[src/rtl/lpfp_pkg.sv]
`default_nettype none
// ----------------------------------------------------------------------------
// lpfp_pkg: shared types and constants of the length-prefixed frame parser
// Header layout, result codes, register indexes and the queue entry format.
// ----------------------------------------------------------------------------
package lpfp_pkg;

   // Header: 2 bytes message id, 4 bytes body length, 8 bytes send time (LE)
   localparam int HEADER_BYTES = 14;
   localparam int HDR_CNT_W    = 4;
   localparam int BODY_REM_W   = 17;
   localparam int IDLE_W       = 16;
   localparam int LEN_W        = 32;

   // Configuration port
   localparam int CSR_INDEX_W = 2;
   localparam int CSR_DATA_W  = 32;

   localparam logic [CSR_INDEX_W-1:0] CSR_IDLE_TIMEOUT = 2'd0;
   localparam logic [CSR_INDEX_W-1:0] CSR_MAX_BODY_LEN = 2'd1;

   localparam logic [IDLE_W-1:0]     TIMEOUT_RESET  = 16'd1500;
   localparam logic [BODY_REM_W-1:0] MAX_BODY_RESET = 17'd65536;

   // Input word mode
   localparam logic MODE_DATA = 1'b0;
   localparam logic MODE_TICK = 1'b1;

   // Result kinds
   typedef enum logic [1:0] {
      KIND_HEADER = 2'd0,
      KIND_BODY   = 2'd1,
      KIND_ERROR  = 2'd2
   } kind_type;

   // Parser phase
   typedef enum logic [2:0] {
      PH_HEADER  = 3'b001,
      PH_BODY    = 3'b010,
      PH_DISCARD = 3'b100
   } phase_type;

   // One result word waiting between front and back
   typedef struct packed {
      kind_type                    kind;
      logic [7:0]                  body_byte;
      logic                        last_of_frame;
      logic [HEADER_BYTES*8-1:0]   header;
   } q_entry_type;

endpackage

`default_nettype wire

[src/rtl/length_prefixed_frame_parser_unit.sv]
`default_nettype none
// ----------------------------------------------------------------------------
// length_prefixed_frame_parser_unit: length-prefixed frame deframer
// Splits a byte stream into 14-byte headers and bodies, one result per
// header, body byte or length error; millisecond ticks drive an idle timeout.
//
//   channel   dir   handshake              payload
//   req       in    req_valid/req_ready    req_mode, req_data_byte
//   rsp       out   rsp_valid/rsp_ready    rsp_kind .. rsp_last_of_frame
//   csr       in    csr_valid/csr_ready    csr_index, csr_wdata
//
// One word per cycle while the queue has space; a byte's result is pushed
// at the edge that takes it and reaches the output register once that is free.
// req_ready drops only when the result queue (QUEUE_DEPTH words) is full.
// csr_ready is always high. Synchronous reset: idle timeout 1500 ms, body
// limit 65536, parser in header phase.
// ----------------------------------------------------------------------------
module length_prefixed_frame_parser_unit #(
   parameter int QUEUE_DEPTH = 4
) (
   input  wire logic                             clock,
   input  wire logic                             reset,
   input  wire logic                             req_valid,
   output logic                                  req_ready,
   input  wire logic                             req_mode,
   input  wire logic [7:0]                       req_data_byte,
   output logic                                  rsp_valid,
   input  wire logic                             rsp_ready,
   output logic [1:0]                            rsp_kind,
   output logic [15:0]                           rsp_msg_id,
   output logic [31:0]                           rsp_body_len,
   output logic [63:0]                           rsp_send_time,
   output logic [7:0]                            rsp_body_byte,
   output logic                                  rsp_last_of_frame,
   input  wire logic                             csr_valid,
   output logic                                  csr_ready,
   input  wire logic [lpfp_pkg::CSR_INDEX_W-1:0] csr_index,
   input  wire logic [lpfp_pkg::CSR_DATA_W-1:0]  csr_wdata
);

   logic                  q_space;
   logic                  push_valid;
   lpfp_pkg::q_entry_type push_entry;
   logic                  head_valid;
   lpfp_pkg::q_entry_type head_entry;
   logic                  pop;

   lpfp_front u_front (
      .clock         (clock),
      .reset         (reset),
      .req_valid     (req_valid),
      .req_ready     (req_ready),
      .req_mode      (req_mode),
      .req_data_byte (req_data_byte),
      .csr_valid     (csr_valid),
      .csr_ready     (csr_ready),
      .csr_index     (csr_index),
      .csr_wdata     (csr_wdata),
      .q_space       (q_space),
      .push_valid    (push_valid),
      .push_entry    (push_entry)
   );

   lpfp_queue #(
      .DEPTH (QUEUE_DEPTH)
   ) u_queue (
      .clock      (clock),
      .reset      (reset),
      .push_valid (push_valid),
      .push_entry (push_entry),
      .space      (q_space),
      .head_valid (head_valid),
      .head_entry (head_entry),
      .pop        (pop)
   );

   lpfp_back u_back (
      .clock             (clock),
      .reset             (reset),
      .head_valid        (head_valid),
      .head_entry        (head_entry),
      .pop               (pop),
      .rsp_valid         (rsp_valid),
      .rsp_ready         (rsp_ready),
      .rsp_kind          (rsp_kind),
      .rsp_msg_id        (rsp_msg_id),
      .rsp_body_len      (rsp_body_len),
      .rsp_send_time     (rsp_send_time),
      .rsp_body_byte     (rsp_body_byte),
      .rsp_last_of_frame (rsp_last_of_frame)
   );

endmodule

`default_nettype wire

[src/rtl/lpfp_front.sv]
`default_nettype none
// ----------------------------------------------------------------------------
// lpfp_front: input side of the frame parser
// Accepts bytes and ticks, tracks the frame phase, collects the header and
// pushes one result word per header, body byte or length error.
// ----------------------------------------------------------------------------
module lpfp_front (
   input  wire logic                                 clock,
   input  wire logic                                 reset,
   // input words
   input  wire logic                                 req_valid,
   output logic                                      req_ready,
   input  wire logic                                 req_mode,
   input  wire logic [7:0]                           req_data_byte,
   // configuration writes
   input  wire logic                                 csr_valid,
   output logic                                      csr_ready,
   input  wire logic [lpfp_pkg::CSR_INDEX_W-1:0]     csr_index,
   input  wire logic [lpfp_pkg::CSR_DATA_W-1:0]      csr_wdata,
   // result queue
   input  wire logic                                 q_space,
   output logic                                      push_valid,
   output lpfp_pkg::q_entry_type                     push_entry
);

   localparam logic [lpfp_pkg::HDR_CNT_W-1:0] LAST_IDX =
      lpfp_pkg::HDR_CNT_W'(lpfp_pkg::HEADER_BYTES - 1);
   localparam logic [lpfp_pkg::HDR_CNT_W-1:0] HDR_FULL =
      lpfp_pkg::HDR_CNT_W'(lpfp_pkg::HEADER_BYTES);

   // configuration registers
   logic [lpfp_pkg::IDLE_W-1:0]     timeout_ff;
   logic [lpfp_pkg::BODY_REM_W-1:0] max_len_ff;

   // parser state
   lpfp_pkg::phase_type             phase_ff, phase_in;
   logic [lpfp_pkg::HDR_CNT_W-1:0]  count_ff, count_in;
   logic [lpfp_pkg::BODY_REM_W-1:0] rem_ff, rem_in;
   logic [lpfp_pkg::IDLE_W-1:0]     idle_ff, idle_in;
   logic [7:0]                      hdr_ff [lpfp_pkg::HEADER_BYTES];

   logic                            accept;
   logic                            is_byte;
   logic                            is_tick;
   logic                            timed_out;
   lpfp_pkg::phase_type             eff_phase;
   logic [lpfp_pkg::HDR_CNT_W-1:0]  eff_count;
   logic [lpfp_pkg::HDR_CNT_W-1:0]  hdr_idx;
   logic                            hdr_we;
   logic [lpfp_pkg::LEN_W-1:0]      len_view;
   lpfp_pkg::kind_type              kind;
   logic                            last;
   logic [7:0]                      out_byte;

   assign req_ready = q_space;
   assign csr_ready = 1'b1;

   assign accept  = req_valid & req_ready;
   assign is_byte = accept & (req_mode == lpfp_pkg::MODE_DATA);
   assign is_tick = accept & (req_mode == lpfp_pkg::MODE_TICK);

   // idle timeout restarts the frame before the byte is looked at
   assign timed_out = idle_ff > timeout_ff;
   assign eff_phase = timed_out ? lpfp_pkg::PH_HEADER : phase_ff;
   assign eff_count = timed_out ? '0 : count_ff;
   assign hdr_idx   = (eff_count >= HDR_FULL) ? '0 : eff_count;
   assign len_view  = {hdr_ff[5], hdr_ff[4], hdr_ff[3], hdr_ff[2]};

   // next state and result classification
   always_comb begin
      phase_in   = phase_ff;
      count_in   = count_ff;
      rem_in     = rem_ff;
      idle_in    = idle_ff;
      hdr_we     = 1'b0;
      push_valid = 1'b0;
      kind       = lpfp_pkg::KIND_BODY;
      last       = 1'b0;
      out_byte   = 8'd0;

      if (is_tick) begin
         if (idle_ff != '1) begin
            idle_in = idle_ff + 1'b1;
         end
      end else if (is_byte) begin
         idle_in  = '0;
         phase_in = eff_phase;
         count_in = eff_count;
         if (eff_phase == lpfp_pkg::PH_DISCARD) begin
            // dropped until the next timeout
         end else if (eff_phase == lpfp_pkg::PH_BODY && rem_ff != '0) begin
            rem_in     = rem_ff - 1'b1;
            push_valid = 1'b1;
            kind       = lpfp_pkg::KIND_BODY;
            out_byte   = req_data_byte;
            if (rem_ff == lpfp_pkg::BODY_REM_W'(1)) begin
               phase_in = lpfp_pkg::PH_HEADER;
               count_in = '0;
               last     = 1'b1;
            end
         end else begin
            // header collection
            phase_in = lpfp_pkg::PH_HEADER;
            hdr_we   = 1'b1;
            if (hdr_idx == LAST_IDX) begin
               count_in   = '0;
               push_valid = 1'b1;
               if (len_view > {{(lpfp_pkg::LEN_W - lpfp_pkg::BODY_REM_W){1'b0}},
                               max_len_ff}) begin
                  phase_in = lpfp_pkg::PH_DISCARD;
                  rem_in   = '0;
                  kind     = lpfp_pkg::KIND_ERROR;
               end else if (len_view == '0) begin
                  rem_in = '0;
                  kind   = lpfp_pkg::KIND_HEADER;
                  last   = 1'b1;
               end else begin
                  phase_in = lpfp_pkg::PH_BODY;
                  rem_in   = len_view[lpfp_pkg::BODY_REM_W-1:0];
                  kind     = lpfp_pkg::KIND_HEADER;
               end
            end else begin
               count_in = hdr_idx + 1'b1;
            end
         end
      end
   end

   // result word, with the byte being written bypassed into the header view
   always_comb begin
      push_entry.kind          = kind;
      push_entry.body_byte     = out_byte;
      push_entry.last_of_frame = last;
      for (int i = 0; i < lpfp_pkg::HEADER_BYTES; i++) begin
         push_entry.header[i*8 +: 8] =
            (hdr_we && hdr_idx == lpfp_pkg::HDR_CNT_W'(i)) ? req_data_byte : hdr_ff[i];
      end
   end

   // control registers
   always_ff @(posedge clock) begin
      if (reset) begin
         phase_ff   <= lpfp_pkg::PH_HEADER;
         count_ff   <= '0;
         rem_ff     <= '0;
         idle_ff    <= '0;
         timeout_ff <= lpfp_pkg::TIMEOUT_RESET;
         max_len_ff <= lpfp_pkg::MAX_BODY_RESET;
      end else begin
         phase_ff <= phase_in;
         count_ff <= count_in;
         rem_ff   <= rem_in;
         idle_ff  <= idle_in;
         if (csr_valid && csr_ready) begin
            if (csr_index == lpfp_pkg::CSR_IDLE_TIMEOUT) begin
               timeout_ff <= csr_wdata[lpfp_pkg::IDLE_W-1:0];
            end else if (csr_index == lpfp_pkg::CSR_MAX_BODY_LEN) begin
               max_len_ff <= csr_wdata[lpfp_pkg::BODY_REM_W-1:0];
            end
         end
      end
   end

   // header byte store
   always_ff @(posedge clock) begin
      if (hdr_we) begin
         hdr_ff[hdr_idx] <= req_data_byte;
      end
   end

`ifndef SYNTHESIS
   a_push_needs_accept: assert property (@(posedge clock) disable iff (reset)
      push_valid |-> (req_valid && req_ready && req_mode == lpfp_pkg::MODE_DATA))
      else $error("result pushed without an accepted data byte");

   // a timeout may leave a stale count behind in header phase
   a_body_has_bytes: assert property (@(posedge clock) disable iff (reset)
      (phase_ff == lpfp_pkg::PH_BODY) |-> (rem_ff != '0))
      else $error("body phase with no bytes remaining");

   a_count_in_range: assert property (@(posedge clock) disable iff (reset)
      count_ff < HDR_FULL)
      else $error("header count out of range");
`endif

endmodule

`default_nettype wire

[src/rtl/lpfp_queue.sv]
`default_nettype none
// ----------------------------------------------------------------------------
// lpfp_queue: result queue between parser front and output stage
// Small circular buffer of result words; lets each side stall on its own.
// ----------------------------------------------------------------------------
module lpfp_queue #(
   parameter int DEPTH = 4
) (
   input  wire logic                  clock,
   input  wire logic                  reset,
   input  wire logic                  push_valid,
   input  wire lpfp_pkg::q_entry_type push_entry,
   output logic                       space,
   output logic                       head_valid,
   output lpfp_pkg::q_entry_type      head_entry,
   input  wire logic                  pop
);

   localparam int PTR_W = $clog2(DEPTH);
   localparam int CNT_W = $clog2(DEPTH + 1);
   localparam logic [PTR_W-1:0] PTR_LAST = PTR_W'(DEPTH - 1);
   localparam logic [CNT_W-1:0] CNT_FULL = CNT_W'(DEPTH);

   lpfp_pkg::q_entry_type buf_ff [DEPTH];
   logic [PTR_W-1:0]      wr_ptr_ff, wr_ptr_in;
   logic [PTR_W-1:0]      rd_ptr_ff, rd_ptr_in;
   logic [CNT_W-1:0]      count_ff, count_in;

   assign space      = count_ff != CNT_FULL;
   assign head_valid = count_ff != '0;
   assign head_entry = buf_ff[rd_ptr_ff];

   // pointer and fill count update
   always_comb begin
      wr_ptr_in = wr_ptr_ff;
      rd_ptr_in = rd_ptr_ff;
      count_in  = count_ff;
      if (push_valid) begin
         wr_ptr_in = (wr_ptr_ff == PTR_LAST) ? '0 : wr_ptr_ff + 1'b1;
      end
      if (pop) begin
         rd_ptr_in = (rd_ptr_ff == PTR_LAST) ? '0 : rd_ptr_ff + 1'b1;
      end
      if (push_valid && !pop) begin
         count_in = count_ff + 1'b1;
      end else if (!push_valid && pop) begin
         count_in = count_ff - 1'b1;
      end
   end

   always_ff @(posedge clock) begin
      if (reset) begin
         wr_ptr_ff <= '0;
         rd_ptr_ff <= '0;
         count_ff  <= '0;
      end else begin
         wr_ptr_ff <= wr_ptr_in;
         rd_ptr_ff <= rd_ptr_in;
         count_ff  <= count_in;
      end
   end

   // word storage
   always_ff @(posedge clock) begin
      if (push_valid) begin
         buf_ff[wr_ptr_ff] <= push_entry;
      end
   end

`ifndef SYNTHESIS
   a_no_pop_empty: assert property (@(posedge clock) disable iff (reset)
      pop |-> count_ff != '0)
      else $error("pop from empty result queue");

   a_no_overflow: assert property (@(posedge clock) disable iff (reset)
      push_valid && !pop |-> count_ff != CNT_FULL)
      else $error("push into full result queue");
`endif

endmodule

`default_nettype wire

[src/rtl/lpfp_back.sv]
`default_nettype none
// ----------------------------------------------------------------------------
// lpfp_back: output stage of the frame parser
// Takes words from the queue, unpacks the header fields and holds the
// result in a register until the consumer takes it.
// ----------------------------------------------------------------------------
module lpfp_back (
   input  wire logic                  clock,
   input  wire logic                  reset,
   input  wire logic                  head_valid,
   input  wire lpfp_pkg::q_entry_type head_entry,
   output logic                       pop,
   output logic                       rsp_valid,
   input  wire logic                  rsp_ready,
   output logic [1:0]                 rsp_kind,
   output logic [15:0]                rsp_msg_id,
   output logic [31:0]                rsp_body_len,
   output logic [63:0]                rsp_send_time,
   output logic [7:0]                 rsp_body_byte,
   output logic                       rsp_last_of_frame
);

   logic        valid_ff;
   logic [1:0]  kind_ff;
   logic [15:0] msg_id_ff;
   logic [31:0] body_len_ff;
   logic [63:0] send_time_ff;
   logic [7:0]  body_byte_ff;
   logic        last_ff;

   // load whenever the output register is empty or being taken
   assign pop = head_valid && (!valid_ff || rsp_ready);

   always_ff @(posedge clock) begin
      if (reset) begin
         valid_ff <= 1'b0;
      end else if (pop) begin
         valid_ff <= 1'b1;
      end else if (rsp_ready) begin
         valid_ff <= 1'b0;
      end
   end

   // little-endian field unpack
   always_ff @(posedge clock) begin
      if (pop) begin
         kind_ff      <= head_entry.kind;
         msg_id_ff    <= head_entry.header[15:0];
         body_len_ff  <= head_entry.header[47:16];
         send_time_ff <= head_entry.header[111:48];
         body_byte_ff <= head_entry.body_byte;
         last_ff      <= head_entry.last_of_frame;
      end
   end

   assign rsp_valid         = valid_ff;
   assign rsp_kind          = kind_ff;
   assign rsp_msg_id        = msg_id_ff;
   assign rsp_body_len      = body_len_ff;
   assign rsp_send_time     = send_time_ff;
   assign rsp_body_byte     = body_byte_ff;
   assign rsp_last_of_frame = last_ff;

endmodule

`default_nettype wire
[config.mk]
export PLATFORM = sky130hd
export DESIGN_NAME = length_prefixed_frame_parser_unit
export DESIGN_NICKNAME = d
export VERILOG_FILES = /design/src/rtl/lpfp_pkg.sv /design/src/rtl/length_prefixed_frame_parser_unit.sv /design/src/rtl/lpfp_front.sv /design/src/rtl/lpfp_queue.sv /design/src/rtl/lpfp_back.sv
export SDC_FILE = /design/constraint.sdc
export NUM_CORES = 1
export LEC_CHECK = 0
export BUFFER_PORTS_ARGS = -buffer_cell sky130_fd_sc_hd__buf_2
export CAP_MARGIN = 20
export CORE_ASPECT_RATIO = 0.5
export CORE_UTILIZATION = 60
export DETAILED_ROUTE_END_ITERATION = 10
export PLACE_DENSITY_LB_ADDON = 0.05
export SLEW_MARGIN = 40
export SYNTH_ARGS = -nofsm -noshare
export SYNTH_HDL_FRONTEND = slang
export SYNTH_SLANG_ARGS = --single-unit
[constraint.sdc]
create_clock -name clock -period 15.6 [get_ports clock]
set_input_delay 3.12 -clock clock [delete_from_list [all_inputs] [get_ports clock]]
set_output_delay 3.12 -clock clock [all_outputs]
set_load 0.05 [all_outputs]
# Word-level counts from Yosys, hierarchy flattened
# Memories as Yosys holds them, arrays and structs flattened. A register that Yosys moved wholly into a read port is not among the register bits.
# Cells that the tools add are included.
[word_totals]
regBits = 81
ramBits = 604
in_bits = 48
out_inout_bits = 126
wordCells = 158
n_memories = 2
[mem_list]
columns = ["name", "words", "word_bits", "read_ports", "rd_clocked_by_memory_dff", "write_ports", "line", "source"]
rows = [
  ["u_queue.buf_ff", 4, 123, 1, 1, 1, "lpfp_queue.sv:24", "lpfp_pkg::q_entry_type buf_ff [DEPTH];"],
  ["u_front.hdr_ff", 14, 8, 14, 0, 1, "lpfp_front.sv:40", "logic [7:0] hdr_ff [lpfp_pkg::HEADER_BYTES];"],
]
[op_classes]
addsub = 7
order_cmp = 3
eq_ne = 22
mux = 71
bitwise_logic = 7
reduce_logical = 36
[op_table]
columns = ["cell", "count"]
rows = [
  ["8-bit 2-to-1 mux", 18],
  ["17-bit 2-to-1 mux", 4],
  ["16-bit 2-to-1 mux", 3],
  ["32-bit by 17-bit > comparator with 1-bit output", 1],
  ["32-bit logical NOT", 1],
  ["4-bit equality test (second input constant)", 6],
  ["3-bit 2-to-1 mux", 8],
  ["4-bit 2-to-1 mux", 6],
  ["1-bit 2-to-1 mux", 23],
  ["1-bit logical AND", 18],
  ["2-bit 2-to-1 mux", 9],
  ["17-bit by 1-bit equality test with 1-bit output (second input constant)", 1],
  ["17-bit nonzero test", 1],
  ["17-bit by 1-bit subtractor with 17-bit output (second input constant)", 1],
  ["16-bit by 1-bit adder with 16-bit output (second input constant)", 1],
  ["4-bit by 3-bit equality test with 1-bit output (second input constant)", 4],
  ["16-bit > comparator", 1],
  ["16-bit != test (second input constant)", 1],
  ["4-bit by 2-bit equality test with 1-bit output (second input constant)", 2],
  ["2-bit nonzero test", 4],
  ["2-bit AND reduction", 3],
  ["2-bit by 1-bit adder with 2-bit output (second input constant)", 2],
  ["4-bit by 1-bit adder with 4-bit output (second input constant)", 1],
  ["2-bit equality test (second input constant)", 2],
  ["18 further kinds", 25],
]

# Longest topological paths before layout
[logic_depth]
depth_word = 14
depth_mapped = 16
depth_no_buf = 14

# Cells and area by module
# A second synthesis with hierarchy kept.
[hier_totals]
hier_cells = 1658
area_unflattened_um2 = 31232.5
[modules_own_cells]
columns = ["module", "instances", "cells_per_inst", "area_per_inst_um2", "seq_area_each_um2"]
rows = [
  ["lpfp_queue", 1, 688, 18179.9, 14954.3],
  ["lpfp_front", 1, 842, 9303.9, 4824.6],
  ["lpfp_back", 1, 128, 3748.6, 3713.6],
]

# Least setup slack after synthesis
# OpenSTA, ideal clock, no wires.
[synth_timing]
path_type = "input port to flip-flop"
start = "in rsp_ready"
end = "reg u_queue.count_ff[2]"
setup_time_ns = 0.070
arrival_ns = 10.989
t_required_ns = 15.530
slack_ns = 4.540
path_stages = 9
n_path_buf = 0
path_cell_list = "inv_1 > a21oi_1 > inv_1 > ha_1 > inv_1 > fa_1 > xor2_1 > or3_1 > a21oi_1"
[synth_via]
elab_chain_len = 5
elab_cells_between_ends = 7
cone_classes = "1 x mux; 6 x reduce/logical"
[synth_lines]
columns = ["element", "line", "source"]
rows = [
  ["start: declaration", "length_prefixed_frame_parser_unit.sv:28", "input wire logic rsp_ready,"],
  ["1-bit logical OR *", "lpfp_back.sv:32", "assign pop = head_valid && (!valid_ff || rsp_ready);"],
  ["1-bit logical AND *", "lpfp_back.sv:32", ""],
  ["net pop", "length_prefixed_frame_parser_unit.sv:46", "logic pop;"],
  ["1-bit logical NOT", "lpfp_queue.sv:44", "if (push_valid && !pop) begin"],
  ["1-bit logical AND", "lpfp_queue.sv:44", ""],
  ["3-bit 2-to-1 mux / 2-bit nonzero test (equally long branches)", "--", ""],
  ["end signal: assignment", "lpfp_queue.sv:59", "count_ff <= count_in;"],
  ["end: declaration", "lpfp_queue.sv:27", "logic [CNT_W-1:0] count_ff, count_in;"],
]
# Mark *: on every way through the listed nets, which the timed path passes. The rest lies on a longest branch.
# A chain may end at the register's enable or synchronous reset.

# Final worst setup path
[layout_timing]
start = "in req_mode"
end = "mem u_queue.buf_ff[2][91] in the netlist's numbering (enable)"
[layout_via]
elab_chain_len = 6
elab_cells_between_ends = 7
cone_classes = "4 x mux; 3 x bitwise"
[layout_lines]
columns = ["element", "line", "source"]
rows = [
  ["start: declaration", "length_prefixed_frame_parser_unit.sv:25", "input wire logic req_mode,"],
  ["1-bit NOT", "lpfp_front.sv:59", "assign is_byte = accept & (req_mode == lpfp_pkg::MODE_DATA);"],
  ["1-bit AND", "lpfp_front.sv:59", ""],
  ["1-bit 2-to-1 mux", "lpfp_front.sv:85", "end else if (is_byte) begin"],
  ["1-bit 2-to-1 mux *", "lpfp_front.sv:81", "if (is_tick) begin"],
  ["1-bit 2-to-1 mux *", "lpfp_queue.sv:65", "if (push_valid) begin"],
  ["1-bit 2-to-1 mux (not written as such) *", "lpfp_queue.sv:66", "buf_ff[wr_ptr_ff] <= push_entry;"],
  ["end: declaration", "lpfp_queue.sv:24", ""],
]
# Every way passes the cells marked *; elsewhere a longest branch is shown, timed or not.

==> results.toml <==
[status]
status = "completed"

[timing]
drv_slew = 0
post-route-min-period_ns = 6.83
min_period_over_period_pct = 43.8
hold_violations = 0
fin_hold_ws_ns = 0.455
slew_headroom_pct = 43.0
worstMarginPinSlew_ns = 0.855
setup_viol = 0
fin_skew_ns = 0.0155
setup_ws_ns = 8.77
rsz0062_at_grt = "no"
max_freq_ghz = 0.146
fin_setup_tns_ns = 0

[synth]
syn_area_per_cell_um2 = 18.6
yosysSeqAreaShare_pct = 75.4
synth_area_leaders = "edfxtp_1 70%, mux4_2 8.9%, dfxtp_1 5.2%, mux2_2 4.1%, ha_1 1.7%"
synth-main-ff-cell = "edfxtp_1"
yosys-top-cells-count = "727 x edfxtp_1, 123 x mux4_2, 112 x mux2_2, 99 x nand2_1, 81 x dfxtp_1"
synth-edff-count = 727
synth_top_cell_area_share_pct = 70.2
ys_ff_latch = 808
netlist-cell-type-count = 72
postSynthCellCount = 1669
syn_area_um2 = 31100
ys_async_sr_fraction_pct = 0
synth_largest_area_cell = "edfxtp_1"
synthesis.nets = 1760
yosysWarnings = 0
synth.most_common_cell = "edfxtp_1"

[global_route]
grt_pass1_wl_mm = 96.6
antenna_found_initial = 2
track_usage_pct = 24.8
overflow = 0
grt_pass1_vias = 16200
grt_max_degree = 71

[critical_path]
rr_worst_depth = 11
crit_type = "in2reg"
cp_slowest_stage_delay_ns = 0.67
cp_max_fo = 70
endpoint_kind = "register"
slowest_stage = "buf_6"
worstPathRequired_ns = 15.82
crit_arrival_ns = 7.05
start_kind = "input pin"
path_cells = "buf_2 -> nand3b_1 -> a21oi_1 -> o21ai_1 -> nand2b_1 -> inv_2 -> and2_4 -> buf_12 -> buf_16 -> buf_6"

[drt]
wl_per_cell_um = 24.6
drt_first_pass_iters = 7
detail-route-antenna-nets = 0
vias_per_cell = 6.09
drt_wl_total_mm = 63.7
drt-initial-drc-count = 1564
drc_errors = 0
vias = 15800

[floorplan]
fp.dieH_um = 163
core.rowCount = 58
ioPinCount = 174
initial_core_util_pct = 61.3
fp.dieW_um = 324
core_area_um2 = 50700
die_area_um2 = 52800

[pwr]
switching_share_pct = 31.3
seqPwrFrac_pct = 48.1
p_int_mw = 3.83
clkPwrFrac_pct = 29.4
p_leak_nw = 11.4
power_mw = 5.58
peakVddDrop_uv = 122
p_comb_share_pct = 22.5
power_density_nw_per_um2 = 159
p_switching_mw = 1.74

[layout]
final_layout_size_suffix_gt1_share_pct = 28.5
fillCellCount = 3263
stdcell_area_um2 = 35100
nNetsFinal = 1943
final_util_pct = 69.2
area_growth_pct = 12.7
fin_cells = 2591

[placed_design]
port_buffers = 157
routabilityCongestion = 0.834
dpl.cell_count = 2470
preCtsSetupSlack_ns = 8.20
place_area_um2 = 32900
hpwlAfterDp_mm = 37.0

[worst_hold_path]
whs_path_depth = 2
hp-class = "reg2reg"

[clock_tree]
cts_resized = 0
holdBufCountCts = 0
cts_setup_buffers = 0
clock_path_buffers = 3
cts_tree = "yes"
cts.sinks = 808
clkLatencyLatePin_ns = 0.60
path_clk_slew_ns = 0.06
cts-root-buf = "clkbuf_16"
numCtsBuffers = 68
htree_num_levels = 3

[run]
drv_cap = 0
==> worst max-delay path, delay by kind of cell <==
family	cells	cell delay (ns)
buf+inv	5	1.74
compound gates	2	0.76
simple gates	3	1.33
==> final timing paths <==
kind                     startpoint  slack [ns]                      to
min          u_front.timeout_ff[15]        0.45  u_front.timeout_ff[15]
min reg2reg  u_front.timeout_ff[15]        0.45  u_front.timeout_ff[15]
max                        req_mode        8.77   u_queue.buf_ff[2][91]
max reg2reg      u_front.idle_ff[7]       10.73   u_queue.buf_ff[2][91]
==> logic make-up after synthesis <==
group	share of synthesized area [%]
flip-flops	75.4
AND/OR/NAND/NOR	4.59
multiplexers	13.0
AO/OA/AOI/OAI	3.11
buffers and inverters	1.60
adder cells (fa/ha/maj)	1.75
XOR/XNOR	0.535
other	0.0121
==> layout by cell type, fill, tap and decap left out, types with 42 or more instances in the layout <==
cell	n
mux4_2	123
a21oi_1	78
nor2_1	42
nand2_1	99
edfxtp_1	727
clkbuf_16	71
inv_1	55
ha_1	42
mux2_2	112
buf_2	150
dfxtp_1	79
==> final cells by class <==
class,instances,area (µm²),share of cell area [%]
Clock inverter,30,270,0.770
Sequential cell,808,23500,66.9
Multi-Input combinational cell,736,7240,20.6
Inverter,57,214,0.610
Clock buffer,87,1840,5.24
Tap cell,690,863,2.46
Timing Repair Buffer,181,1190,3.39
Antenna cell,2,5.00,0.0143
==> layer usage <==
layer,GRT usage [%],vias to the layer above,wire (µm)
li1,-,6978,-
met1,35.0,8223,27300
met2,40.7,473,31300
met3,4.35,95,3710
met4,6.58,0,1400
met5,0,-,0
==> state kept, by name (all words and copies together) (netlist names), 3 cells and up <==
name / flops
u_front.timeout_ff: 16
u_front.rem_ff: 17
u_back.rsp_body_byte: 8
u_back.rsp_msg_id: 16
u_front.max_len_ff: 17
u_queue.count_ff: 3
u_front.count_ff: 4
u_back.rsp_body_len: 32
u_front.idle_ff: 16
u_back.rsp_send_time: 64
u_queue.buf_ff: 492
u_front.hdr_ff: 112
u_front.phase_ff: 3
==> power groups by stage <==
| stage | combinational [mW] | sequential [mW] | clock, mW |
|---|---|---|---|
| floorplan | 0.405 | 3.30 | 0 |
| global placement | 1.23 | 2.75 | 0 |
| detailed placement | 1.26 | 2.74 | 0 |
| CTS | 1.27 | 2.69 | 1.67 |
| global route | 1.32 | 2.70 | 1.75 |
| finish | 1.25 | 2.68 | 1.64 |
Note: power is estimated with default switching activity, not from simulation.
